--- src/rtl/rbd_pkg.sv ---
package rbd_pkg;

	// field widths
	localparam int unsigned BYTE_W   = 8;
	localparam int unsigned REP_W    = 30;
	localparam int unsigned RUN_W    = 29;
	localparam int unsigned LIT_W    = 8;
	localparam int unsigned HDR_CNT_W = 2;

	// one compressed byte as it arrives
	typedef struct packed {
		logic [BYTE_W-1:0] code_byte;
		logic              end_of_stream;
	} in_item_t;

	// one decoded byte with its repeat count
	typedef struct packed {
		logic [BYTE_W-1:0] data_byte;
		logic [REP_W-1:0]  repeat_count;
		logic              stream_done;
		logic              truncated;
	} out_item_t;

endpackage

--- src/rtl/rbd_in_stage.sv ---
module rbd_in_stage
	import rbd_pkg::*;
(
	input  logic     clk,
	input  logic     arst_n,
	input  logic     in_valid,
	output logic     in_ready,
	input  in_item_t in_data,
	input  logic     advance,
	output logic     valid_s1,
	output in_item_t item_s1
);

	// stage is free when empty or when its request moves on this cycle
	assign in_ready = !valid_s1 || advance;

	// valid flag
	always_ff @(posedge clk or negedge arst_n) begin
		if (!arst_n) begin
			valid_s1 <= 1'b0;
		end else if (in_ready) begin
			valid_s1 <= in_valid;
		end
	end

	// payload, no reset needed
	always_ff @(posedge clk) begin
		if (in_valid && in_ready) begin
			item_s1 <= in_data;
		end
	end

endmodule

--- src/rtl/rbd_parser.sv ---
module rbd_parser
	import rbd_pkg::*;
(
	input  logic      clk,
	input  logic      arst_n,
	input  in_item_t  item_s1,
	input  logic      advance,
	output logic      emit,
	output out_item_t result
);

	localparam logic [1:0] PH_IDLE    = 2'd0;
	localparam logic [1:0] PH_COUNT   = 2'd1;
	localparam logic [1:0] PH_VALUE   = 2'd2;
	localparam logic [1:0] PH_LITERAL = 2'd3;

	logic [1:0]           phase_q, phase_d;
	logic [HDR_CNT_W-1:0] cnt_left_q, cnt_left_d;
	logic [RUN_W-1:0]     run_count_q, run_count_d;
	logic [LIT_W-1:0]     lit_left_q, lit_left_d;

	logic [BYTE_W-1:0] b;
	logic              eos;

	assign b   = item_s1.code_byte;
	assign eos = item_s1.end_of_stream;

	// parse step for the request in stage one
	always_comb begin
		phase_d     = phase_q;
		cnt_left_d  = cnt_left_q;
		run_count_d = run_count_q;
		lit_left_d  = lit_left_q;
		emit        = 1'b0;
		result      = '0;
		case (phase_q)
			PH_IDLE: begin
				if (b[7]) begin
					run_count_d = {{(RUN_W-5){1'b0}}, b[4:0]};
					cnt_left_d  = b[6:5];
					phase_d     = (b[6:5] != '0) ? PH_COUNT : PH_VALUE;
					result.truncated = 1'b1;
				end else begin
					lit_left_d = {1'b0, b[6:0]} + LIT_W'(1);
					phase_d    = PH_LITERAL;
				end
				// final byte on a control byte: end marker only, flagged truncated for a run header
				if (eos) begin
					emit               = 1'b1;
					result.stream_done = 1'b1;
				end
			end
			PH_COUNT: begin
				run_count_d = {run_count_q[RUN_W-BYTE_W-1:0], b};
				cnt_left_d  = cnt_left_q - HDR_CNT_W'(1);
				if (cnt_left_d == '0) begin
					phase_d = PH_VALUE;
				end
				// stream ends inside the run header
				if (eos) begin
					emit               = 1'b1;
					result.stream_done = 1'b1;
					result.truncated   = 1'b1;
				end
			end
			PH_VALUE: begin
				emit                = 1'b1;
				result.data_byte    = b;
				result.repeat_count = {1'b0, run_count_q} + REP_W'(1);
				result.stream_done  = eos;
				phase_d             = PH_IDLE;
			end
			PH_LITERAL: begin
				emit                = 1'b1;
				result.data_byte    = b;
				result.repeat_count = REP_W'(1);
				result.stream_done  = eos;
				lit_left_d          = lit_left_q - LIT_W'(1);
				if (lit_left_d == '0) begin
					phase_d = PH_IDLE;
				end
			end
			default: begin
				phase_d = PH_IDLE;
			end
		endcase
		// any final byte or return to idle clears the parse state
		if (eos || phase_d == PH_IDLE) begin
			phase_d     = PH_IDLE;
			cnt_left_d  = '0;
			run_count_d = '0;
			lit_left_d  = '0;
		end
	end

	// parse state
	always_ff @(posedge clk or negedge arst_n) begin
		if (!arst_n) begin
			phase_q     <= PH_IDLE;
			cnt_left_q  <= '0;
			run_count_q <= '0;
			lit_left_q  <= '0;
		end else if (advance) begin
			phase_q     <= phase_d;
			cnt_left_q  <= cnt_left_d;
			run_count_q <= run_count_d;
			lit_left_q  <= lit_left_d;
		end
	end

endmodule

--- src/rtl/rbd_out_reg.sv ---
module rbd_out_reg
	import rbd_pkg::*;
(
	input  logic      clk,
	input  logic      arst_n,
	input  logic      load,
	input  out_item_t result,
	output logic      slot_free,
	output logic      out_valid,
	input  logic      out_ready,
	output out_item_t out_data
);

	// slot can take a new result when empty or being drained
	assign slot_free = !out_valid || out_ready;

	// valid flag
	always_ff @(posedge clk or negedge arst_n) begin
		if (!arst_n) begin
			out_valid <= 1'b0;
		end else if (slot_free) begin
			out_valid <= load;
		end
	end

	// result payload
	always_ff @(posedge clk) begin
		if (load && slot_free) begin
			out_data <= result;
		end
	end

endmodule

--- src/rtl/rle_byte_decoder.sv ---
// path: an accepted byte is registered in stage one, parsed there, and its result registered in the output register
// throughput: one compressed byte per cycle while not stalled; control and count bytes give no result unless final
// stalls: only a full result register with out_ready low holds up the input, when the stage one byte gives a result
// reset: arst_n clears the parse state and both valid flags at once
module rle_byte_decoder
	import rbd_pkg::*;
(
	input  logic      clk,
	input  logic      arst_n,
	input  logic      in_valid,
	output logic      in_ready,
	input  in_item_t  in_data,
	output logic      out_valid,
	input  logic      out_ready,
	output out_item_t out_data
);

	logic      valid_s1;
	in_item_t  item_s1;
	logic      emit;
	out_item_t result;
	logic      slot_free;
	logic      advance;

	// stage one request moves when it has no result or the result slot is free
	assign advance = valid_s1 && (!emit || slot_free);

	rbd_in_stage u_in_stage (
		.clk      (clk),
		.arst_n   (arst_n),
		.in_valid (in_valid),
		.in_ready (in_ready),
		.in_data  (in_data),
		.advance  (advance),
		.valid_s1 (valid_s1),
		.item_s1  (item_s1)
	);

	rbd_parser u_parser (
		.clk     (clk),
		.arst_n  (arst_n),
		.item_s1 (item_s1),
		.advance (advance),
		.emit    (emit),
		.result  (result)
	);

	rbd_out_reg u_out_reg (
		.clk       (clk),
		.arst_n    (arst_n),
		.load      (advance && emit),
		.result    (result),
		.slot_free (slot_free),
		.out_valid (out_valid),
		.out_ready (out_ready),
		.out_data  (out_data)
	);

endmodule
--- config.mk ---
export PLATFORM = sky130hd
export DESIGN_NAME = rle_byte_decoder
export DESIGN_NICKNAME = d
export VERILOG_FILES = /design/src/rtl/rbd_pkg.sv /design/src/rtl/rbd_in_stage.sv /design/src/rtl/rbd_parser.sv /design/src/rtl/rbd_out_reg.sv /design/src/rtl/rle_byte_decoder.sv
export SDC_FILE = /design/constraint.sdc
export NUM_CORES = 1
export LEC_CHECK = 0
export ABC_AREA = 0
export BUFFER_PORTS_ARGS = -buffer_cell sky130_fd_sc_hd__buf_2
export CORE_UTILIZATION = 53
export CTS_BUF_LIST = sky130_fd_sc_hd__clkbuf_4 sky130_fd_sc_hd__clkbuf_8 sky130_fd_sc_hd__clkbuf_16
export CTS_CLUSTER_DIAMETER = 50
export DETAILED_ROUTE_END_ITERATION = 8
export PLACE_DENSITY = 0.81
export SLEW_MARGIN = 25
export SYNTH_ARGS = -nofsm -noshare
export SYNTH_HDL_FRONTEND = slang
export SYNTH_SLANG_ARGS = --single-unit
--- constraint.sdc ---
create_clock -name clk -period 3.5 [get_ports clk]
set_input_delay 0.35 -clock clk [delete_from_list [all_inputs] [get_ports clk]]
set_output_delay 0.35 -clock clk [all_outputs]
set_load 0.005 [all_outputs]
==> results of run 1 <==
cell usage after synthesis, types with 3 or more instances:
master,number
dfrtp_1,43
a22o_1,3
a221o_1,5
ha_1,9
nor2b_1,3
and2_1,40
o21ai_0,12
edfxtp_1,49
nor3_1,9
nor2_1,14
inv_1,36
and3_1,4
nand3_1,22
nor4_1,10
clkbuf_1,5
buf_2,5
a31oi_1,3
mux2i_1,33
nand2_1,49
xor2_1,6
xnor2_1,27
buf_8,3
nand4_1,4
nand2b_1,3
a21oi_1,3
final cells by class:
type                            count  area (µm²)
Timing Repair Buffer               61         338
Multi-Input combinational cell    288        1970
Sequential cell                    92        2550
Fill cell                         702        3370
Clock buffer                       10         131
Inverter                           36         135
Clock inverter                      6        95.1
Tap cell                          108         135
where the power goes:
group | total [mW] | switching [mW] | internal, mW
Combinational | 1.29 | 0.763 | 0.523
Sequential | 1.58 | 0.186 | 1.40
Clock | 0.811 | 0.393 | 0.418
routing by layer:
metal,up-vias,global-route usage [%],share of wire [%]
li1,1612,-,-
met1,1592,27.1,43
met2,95,36.3,50
met3,13,3.54,4.5
met4,0,10.3,1.8
met5,-,0,0
flip-flops by register name (all words and copies together) (netlist names):
name and count:
u_out_reg.out_data 40, u_parser.run_count_q 29, u_in_stage.item_s1 9, u_parser.lit_left_q 8, u_parser.cnt_left_q 2, u_parser.phase_q 2
u_in_stage.valid_s1 1, u_out_reg.out_valid 1
cell families after synthesis:
kind of cell               Yosys count  share of synthesized area (%)
and+or+nand+nor                    171                           18.9
DFF                                 92                           53.4
buffers and inverters               53                           5.43
AOI/OAI and AO/OA                   40                           6.43
muxes                               35                           7.40
xor gates and xnor gates            33                           6.06
adders and majority gates            9                           2.36
worst max path at each step:
| stage | from | to | slack (ps) | cells past startpoint |
|---|---|---|---|---|
| 2_1_floorplan | u_parser.phase_q[0] | u_out_reg.out_data[0] | 170 | 5 |
| 3_3_place_gp | u_parser.phase_q[1] | u_parser.cnt_left_q[0] | 800 | 10 |
| 3_5_place_dp | u_parser.phase_q[1] | u_parser.cnt_left_q[0] | 680 | 10 |
| 5_1_grt | u_parser.phase_q[1] | u_parser.lit_left_q[2] | 460 | 9 |
| 4_1_cts | u_parser.phase_q[1] | u_parser.cnt_left_q[0] | 650 | 10 |
| 6_report | u_parser.phase_q[1] | u_parser.lit_left_q[3] | 610 | 9 |
==> run summary, run 1 <==
Worst Slack Setup Final - 607 ps
Final Cell Area - 5350 µm²
Crit path DAT - 3210 ps
Reg-to-reg endpoint - u_parser.lit_left_q[3]
Worst-Skew Late Latency - 370 ps
Clk pin slew, worst setup/hold paths - 100 ps
CP dominant cell by count - o21ai_0
Largest net degree at the start of global routing - 44
Min Tclk post-route - 2890 ps
Worst min path class - input pin to async pin
CP cell instances - inv_1 > ha_1 > nor2b_1 > o21ai_0 > o21ai_0 > a21oi_1 > nand2_2 > nor4_1 > a221o_1
Port Buffers - 54
Fin Setup TNS - 0 ps
CP max stage delay - 560 ps
Crit path max-delay cell type - dfrtp_1
Crit-path leading delay family - simple AND/OR/NAND/NOR gates
Final non-filler cell total - 601
Final #Nets - 510
Clk buf depth - 2
Pre-CTS setup slack - 681 ps
Ant diodes - 0
Num CTS Buffers - 9
Share of post-route cells with drive strength above 1 - 18.5%
Post-synth top area share - 30.9%
Worst VDD drop - 0.000418 V
Most common cell after layout, fill and taps aside - buf_2
Max_cap viols - 0
Placed cells - 585
Setup bufs post-CTS - 0
First-pass GRT wire length - 15900 µm
Cts hold-fix bufs - 0
Drt wl/cell - 15.8 µm
Initial antenna violation count - 0
Clock sinks - 92
Htree depth - 3
Detailed Route WL - 9470 µm
RSZ-0062 raised after global routing - no
Worst Skew - 14.4 ps
Core Util, Final - 61.4%
Post-synth cell types - 52
Setup slack, reg-to-reg - 610 ps
Cell count after synthesis - 433
Vias per Instance - 5.51
Num ports - 55
Placeable Area - 8720 µm²
Max transition margin - 58.2%
DP Area - 5120 µm²
Die Ht - 96.9 µm
Share of flip-flops with an asynchronous set or reset - 46.7%
Syn-to-layout area delta - 12.2%
Die span in x - 96.9 µm
Most frequent cells in the layout - 53 x buf_2, 49 x nand2_1, 49 x edfxtp_1
RD Place Congestion - 0.856
Worst Setup Start Kind - flip-flop
Status - finished with violations
DIE AREA - 9380 µm²
Final setup fails - 0
Hold Slack - -31.2 ps
PD cells - 688 nW/µm²
Root buffer cell - clkbuf_8
Detailed placer's ending HPWL - 6740 µm
Max Fanout on Critical Path - 16
YS warnings - 0
Leading post-synthesis cells by cell area - edfxtp_1 31%, dfrtp_1 23%, mux2i_1 6.9%
Vias in the first global route - 3239
Worst Tran Pin Value - 621 ps
CTS tree - done
FF+latch count, synth - 92
Failing checks - hold timing
Post-Syn Nets - 455
Final period util - 82.7%
All-layer global routing usage - 21.6%
CP Buf/Inv Count - 1
Num rows - 34
Seq/Total Area, Yosys - 53.4%
Lkg Pwr - 2.17 nW
Via Count - 3312
Worst r2r src - u_parser.phase_q[1]
Number of flops mapped to enable cells by yosys - 49
Syn_area_per_cell - 11.0 µm²
R2R cell count - 9
Initial Util - 54.7%
First-pass detailed-route iteration total - 5
Final Hold Vio Count - 43
Synth Flop Type - edfxtp_1
Cell area after synthesis - 4770 µm²
Post-route total power - 3.68 mW
Final Max Tran Viols - 0
Remaining DRCs - 0
Post-cts resize count - 0
Yosys top cell by area - edfxtp_1
CP required - 3810 ps
Crit end category - flip-flop
Grt total ovfl - 0
Fmax - 346 MHz
Starting DRT DRC Count - 200
Final antenna-violating net count - 0
Crit path kind - flip-flop to flip-flop
Note: power is estimated with default switching activity, not from simulation.
==> inputs of run 2 (changes only) <==
- clock period: 3.5 -> 2.6 ns (I/O delays scaled with it)
==> run 2 against run 1 <==
  * The flow now finishes without violations
  * Non-clock buffer count is 26 higher
  * Flip-flop and latch count unchanged
  * Fmax increased by 13%
  * Total power is 43% higher
  * Register-to-register slack got worse by 570 ps
  * Count of clock-buffer cells in the layout unchanged
  * Wire length is 5.0% higher
  * Critical path type unchanged
  * Largest cell class unchanged
==> run summary, run 2 (same netlist as run 1, synthesis figures left out) <==
Status - finished, final reports clean
PD cells - 938 nW/µm² (+36%)
Final non-filler cell total - 628 (+4.5%)
Ant diodes - 0 (unchanged)
Area taken by multi-input logic gates - 2040 µm² (+3.7%)
Sw Share - 37.0% (+0.49 points)
Max transition margin - 60.0% (+1.8 points)
Worst min path class - input pin to flip-flop
Die Ht - 96.9 µm (unchanged)
Placed cells - 599 (+2.4%)
Worst VDD drop - 0.000559 V (+34%)
Max reg flops - 40 (unchanged)
Final #Nets - 537 (+5.3%)
Lkg Pwr - 2.30 nW (+6.2%)
Largest net degree at the start of global routing - 44 (unchanged)
Clock sinks - 92 (unchanged)
Final Max Tran Viols - 0 (unchanged)
Syn-to-layout area delta - 17.8%
Num CTS Buffers - 9 (unchanged)
Crit path max-delay cell type - dfrtp_1
CTS tree - done
Clk buf depth - 2 (unchanged)
Via Count - 3458 (+4.4%)
Drt wl/cell - 15.8 µm (+0.53%)
Grt total ovfl - 0 (unchanged)
Pre-CTS setup slack - -204 ps (-885 ps)
Reg area - 2550 µm² (about the same)
Final period util - 98.7% (+16 points)
Detailed placer's ending HPWL - 6800 µm (+0.90%)
RD Place Congestion - 0.853 (-0.35%)
RSZ-0062 raised after global routing - yes
Detailed Route WL - 9950 µm (+5.0%)
Vias in the first global route - 3408 (+5.2%)
Final Hold Vio Count - 0 (-100%)
Htree depth - 3 (unchanged)
Initial Util - 54.7% (unchanged)
Share of post-route cells with drive strength above 1 - 24.6% (+6.2 points)
Internal cell power - 3.32 mW (+42%)
Starting DRT DRC Count - 252 (+26%)
Final setup fails - 0 (unchanged)
Die span in x - 96.9 µm (unchanged)
Worst Slack Setup Final - 34.1 ps (-573 ps)
Port Buffers - 54 (unchanged)
R2R cell count - 10 (+1)
Min Tclk post-route - 2570 ps (-327 ps)
Crit path depth - 10 (+1)
CP dominant cell by count - buf_4
Max_cap viols - 0 (unchanged)
NetSw - 1.95 mW (+45%)
Placeable Area - 8720 µm² (unchanged)
Remaining DRCs - 0 (unchanged)
DIE AREA - 9380 µm² (unchanged)
All-layer global routing usage - 21.9% (+0.34 points)
Fmax - 390 MHz (+13%)
Combinational Power Share - 41.2% (+6.3 points)
Initial antenna violation count - 0 (unchanged)
Num ports - 55 (unchanged)
Crit path DAT - 2870 ps (-340 ps)
Worst Skew - 15.1 ps (+0.691 ps)
CP required - 2900 ps (-910 ps)
CP Buf/Inv Count - 2 (+1)
Max Fanout on Critical Path - 7 (-9)
Largest Register - u_out_reg.out_data
Crit path kind - flip-flop to flip-flop
Num rows - 34 (unchanged)
Worst Setup Start Kind - flip-flop
First-pass detailed-route iteration total - 4 (-1)
Clk pin slew, worst setup/hold paths - 90 ps (about the same)
Root buffer cell - clkbuf_8
CP cell instances - buf_4 > ha_1 > nor4b_2 > and4b_1 > a31oi_1 > o21ai_2 > buf_4 > and2_2 > nor4_2 > a221o_1
CP max stage delay - 420 ps (-140 ps)
Part of the power in registers - 39.9% (-3.1 points)
Worst-Skew Late Latency - 370 ps (about the same)
Fillers - 663 (-5.6%)
Most common cell after layout, fill and taps aside - buf_2
Post-route total power - 5.27 mW (+43%)
Final antenna-violating net count - 0 (unchanged)
Largest registers - u_out_reg.out_data: 40 flops, u_parser.run_count_q: 29 flops, u_in_stage.item_s1: 9 flops
Vias per Instance - 5.51 (about the same)
Hold Path Depth - 1
Crit end category - flip-flop
Worst Tran Pin Value - 596 ps (-24.5 ps)
Clock power share - 18.8% (-3.2 points)
First-pass GRT wire length - 16400 µm (+3.3%)
Most frequent cells in the layout - 53 x buf_2, 49 x nand2_1, 49 x edfxtp_1
Crit-path leading delay family - simple AND/OR/NAND/NOR gates
## run 2: layout make-up
cell class                      count  share of cell area, %
Tap cell                          108                   2.40
Inverter                           36                   2.40
Clock buffer                       10                   2.34
Clock inverter                      6                   1.29
Sequential cell                    92                   45.4
Timing Repair Buffer               87                   9.84
Multi-Input combinational cell    289                   36.3
## run 2: power groups by stage
stage               logic (mW)  clock network (mW)  registers, mW
detailed placement        1.89                   0           2.12
floorplan                 1.35                   0           2.09
global placement          1.84                   0           2.12
CTS                       1.98                1.01           2.10
global route              2.38                1.06           2.14
finish                    2.17               0.994           2.10
## run 2: worst paths after layout
kind / to / from / slack, ps
max in group asynchronous: u_parser.phase_q[0] / arst_n / 1730
max reg2reg: u_parser.lit_left_q[5] / u_parser.lit_left_q[0] / 30
min: u_in_stage.item_s1[2] / in_data[2] / 70
min reg2reg: u_in_stage.valid_s1 / u_in_stage.valid_s1 / 530
min in group asynchronous: u_parser.run_count_q[15] / arst_n / 440
max: u_parser.lit_left_q[5] / u_parser.lit_left_q[0] / 30
## run 2: routing by layer
metal | global-route usage (%) | wire [µm]
met5 | 0 | 0
met4 | 9.41 | 286
met3 | 4.26 | 503
met1 | 28.8 | 4370
met2 | 35.5 | 4790
## run 2: timing repair
action | 4_1_cts | 5_1_grt
pin swaps | 3 | 3
hold buffers | 0 | 1
buffers inserted | 1 | 9
gates resized for setup | 2 | 15
cloned | 1 | 1
endpoints found under the setup margin | 24 | 39
endpoints found under the hold margin | 0 | 43
## run 2: per-stage QoR
stage	hold slack [ps]	setup TNS [ps]	util (%)	instance area (µm²)
floorplan	-35.6	0	-	4780
global placement	437	0	59.9	5230
detailed placement	438	-2970	59.9	5230
CTS	51.4	-3.22	62.8	5480
global route	54.4	-1250	64.4	5620
finish	67.4	0	64.4	5620
==> inputs of run 3 (changes only) <==
- CELL_PAD_IN_SITES_DETAIL_PLACEMENT: not set -> 1
- CELL_PAD_IN_SITES_GLOBAL_PLACEMENT: not set -> 2
- CORE_UTILIZATION: 53 -> 35
==> run 3 against run 2 <==
  * Count of clock-buffer cells in the layout unchanged
  * Sequential power about the same
  * Via count shrank 2.1%
  * Clock skew decreased by 6.0 ps
  * Total power is 2.6% higher
  * Critical path type unchanged
==> run summary, run 3 (same netlist as run 1, synthesis figures left out) <==
Hold Slack - 83.9 ps (+16.6 ps)
Fin Setup TNS - 0 ps (unchanged)
Final period util - 93.4% (-5.3 points)
Num ports - 55 (unchanged)
Drt wl/cell - 15.9 µm (+0.47%)
Ant diodes - 0 (unchanged)
PD cells - 954 nW/µm² (+1.6%)
Max Fanout on Critical Path - 15 (+8)
Most frequent cells in the layout - 54 x buf_2, 49 x nand2_1, 49 x edfxtp_1
DIE AREA - 14100 µm² (+50%)
Max transition margin - 58.1% (-1.9 points)
CP max stage delay - 410 ps (about the same)
Detailed Route WL - 10800 µm (+8.5%)
Worst Tran Pin Value - 623 ps (+26.5 ps)
First-pass detailed-route iteration total - 4 (unchanged)
Worst-Skew Late Latency - 350 ps (-20 ps)
Root buffer cell - clkbuf_16
Crit end category - flip-flop
CP cell instances - inv_1 > ha_2 > nor4b_4 > and4b_1 > a31oi_2 > o21ai_2 > nand2_2 > a31oi_4 > buf_12 > mux2i_1
Placeable Area - 13200 µm² (+52%)
Share of post-route cells with drive strength above 1 - 21.3% (-3.3 points)
Status - finished, final reports clean
Htree depth - 3 (unchanged)
First-pass GRT wire length - 17900 µm (+9.1%)
Post-route total power - 5.41 mW (+2.6%)
Final Max Tran Viols - 0 (unchanged)
Crit path kind - flip-flop to flip-flop
Vias in the first global route - 3623 (+6.3%)
Worst VDD drop - 0.000418 V (-25%)
Worst Skew - 9.15 ps (-5.96 ps)
Remaining DRCs - 0 (unchanged)
Die span in x - 119 µm (+23%)
CP Buf/Inv Count - 2 (unchanged)
Detailed placer's ending HPWL - 7790 µm (+15%)
Starting DRT DRC Count - 158 (-37%)
Final antenna-violating net count - 0 (unchanged)
Worst min path class - input pin to flip-flop
Vias per Instance - 4.99 (-9.4%)
Largest Register - u_out_reg.out_data
Clock sinks - 92 (unchanged)
Grt total ovfl - 0 (unchanged)
Initial antenna violation count - 0 (unchanged)
Num rows - 42 (+24%)
RD Place Congestion - 0.847 (-0.65%)
Clk buf depth - 2 (unchanged)
Clk pin slew, worst setup/hold paths - 70 ps (-20 ps)
Initial Util - 36.0% (-19 points)
Syn-to-layout area delta - 19.0%
Worst Setup Start Kind - flip-flop
Most common cell after layout, fill and taps aside - buf_2
Lkg Pwr - 2.26 nW (-1.6%)
Fillers - 1481 (+120%)
Final Hold Vio Count - 0 (unchanged)
Crit path max-delay cell type - dfrtp_2
Final setup fails - 0 (unchanged)
CTS tree - done
Port Buffers - 54 (unchanged)
RSZ-0062 raised after global routing - no
Max reg flops - 40 (unchanged)
Fmax - 412 MHz (+5.7%)
Die Ht - 119 µm (+23%)
Max_cap viols - 0 (unchanged)
All-layer global routing usage - 16.2% (-5.7 points)
Min Tclk post-route - 2430 ps (-138 ps)
Via Count - 3384 (-2.1%)
Largest net degree at the start of global routing - 41 (-6.8%)
Final #Nets - 519 (-3.4%)
Crit path DAT - 2700 ps (-170 ps)
CP required - 2870 ps (-30 ps)
Num CTS Buffers - 9 (unchanged)
Crit-path leading delay family - simple AND/OR/NAND/NOR gates
Largest registers - u_out_reg.out_data: 40 flops, u_parser.run_count_q: 29 flops, u_in_stage.item_s1: 9 flops
[run 3: final timing paths]
kind / start / endpoint / slack, ps / depth (start not counted)
min: in_data[1] / u_in_stage.item_s1[1] / 80 / 1
min in group asynchronous: arst_n / u_parser.run_count_q[22] / 470 / 2
max: u_parser.phase_q[0] / u_parser.run_count_q[26] / 170 / 10
max in group asynchronous: arst_n / u_parser.run_count_q[8] / 1580 / 3
min reg2reg: u_in_stage.valid_s1 / u_in_stage.valid_s1 / 520 / 2
max reg2reg: u_parser.phase_q[0] / u_parser.run_count_q[26] / 170 / 10
[run 3: repair_timing]
action | in CTS | in global routing
buffers inserted | 0 | 2
hold buffers | 1 | 0
endpoints found under the hold margin | 21 | 0
setup endpoints to repair | 0 | 39
gates resized for setup | 0 | 12
[run 3: layout make-up]
cell class              count  area [µm²]  area share (%)
clock buffers              10         233            4.10
clock inverters             6        62.6            1.10
inverters                  36         135            2.38
multi-input cells         288        2010            35.5
flip-flops and latches     92        2550            44.9
well taps                 176         220            3.88
repair buffers             70         463            8.16
[run 3: routing by layer]
layer | part of all wire (%) | GRT usage (%) | vias up
li1 | - | - | 1634
met1 | 44 | 19.3 | 1692
met2 | 52 | 28.7 | 44
met3 | 1.7 | 1.93 | 14
met4 | 2.3 | 7.99 | 0
met5 | 0 | 0 | -
[run 3: report_power, final]
part	internal, mW	switching (mW)
clock	0.758	0.573
sequential	1.89	0.236
combinational	0.835	1.12
[run 3: stage by stage]
step | worst slack (ps) | util [%] | cells | cell area (µm²)
after global routing | 2.13 | 42.8 | 678 | 5670
after CTS | 9.88 | 42.4 | 676 | 5620
final | 172 | 42.8 | 678 | 5670
after floorplan | 124 | - | 433 | 4780
after detailed placement | 19.3 | 40.1 | 659 | 5310
after global placement | 44.5 | 39.9 | 658 | 5280
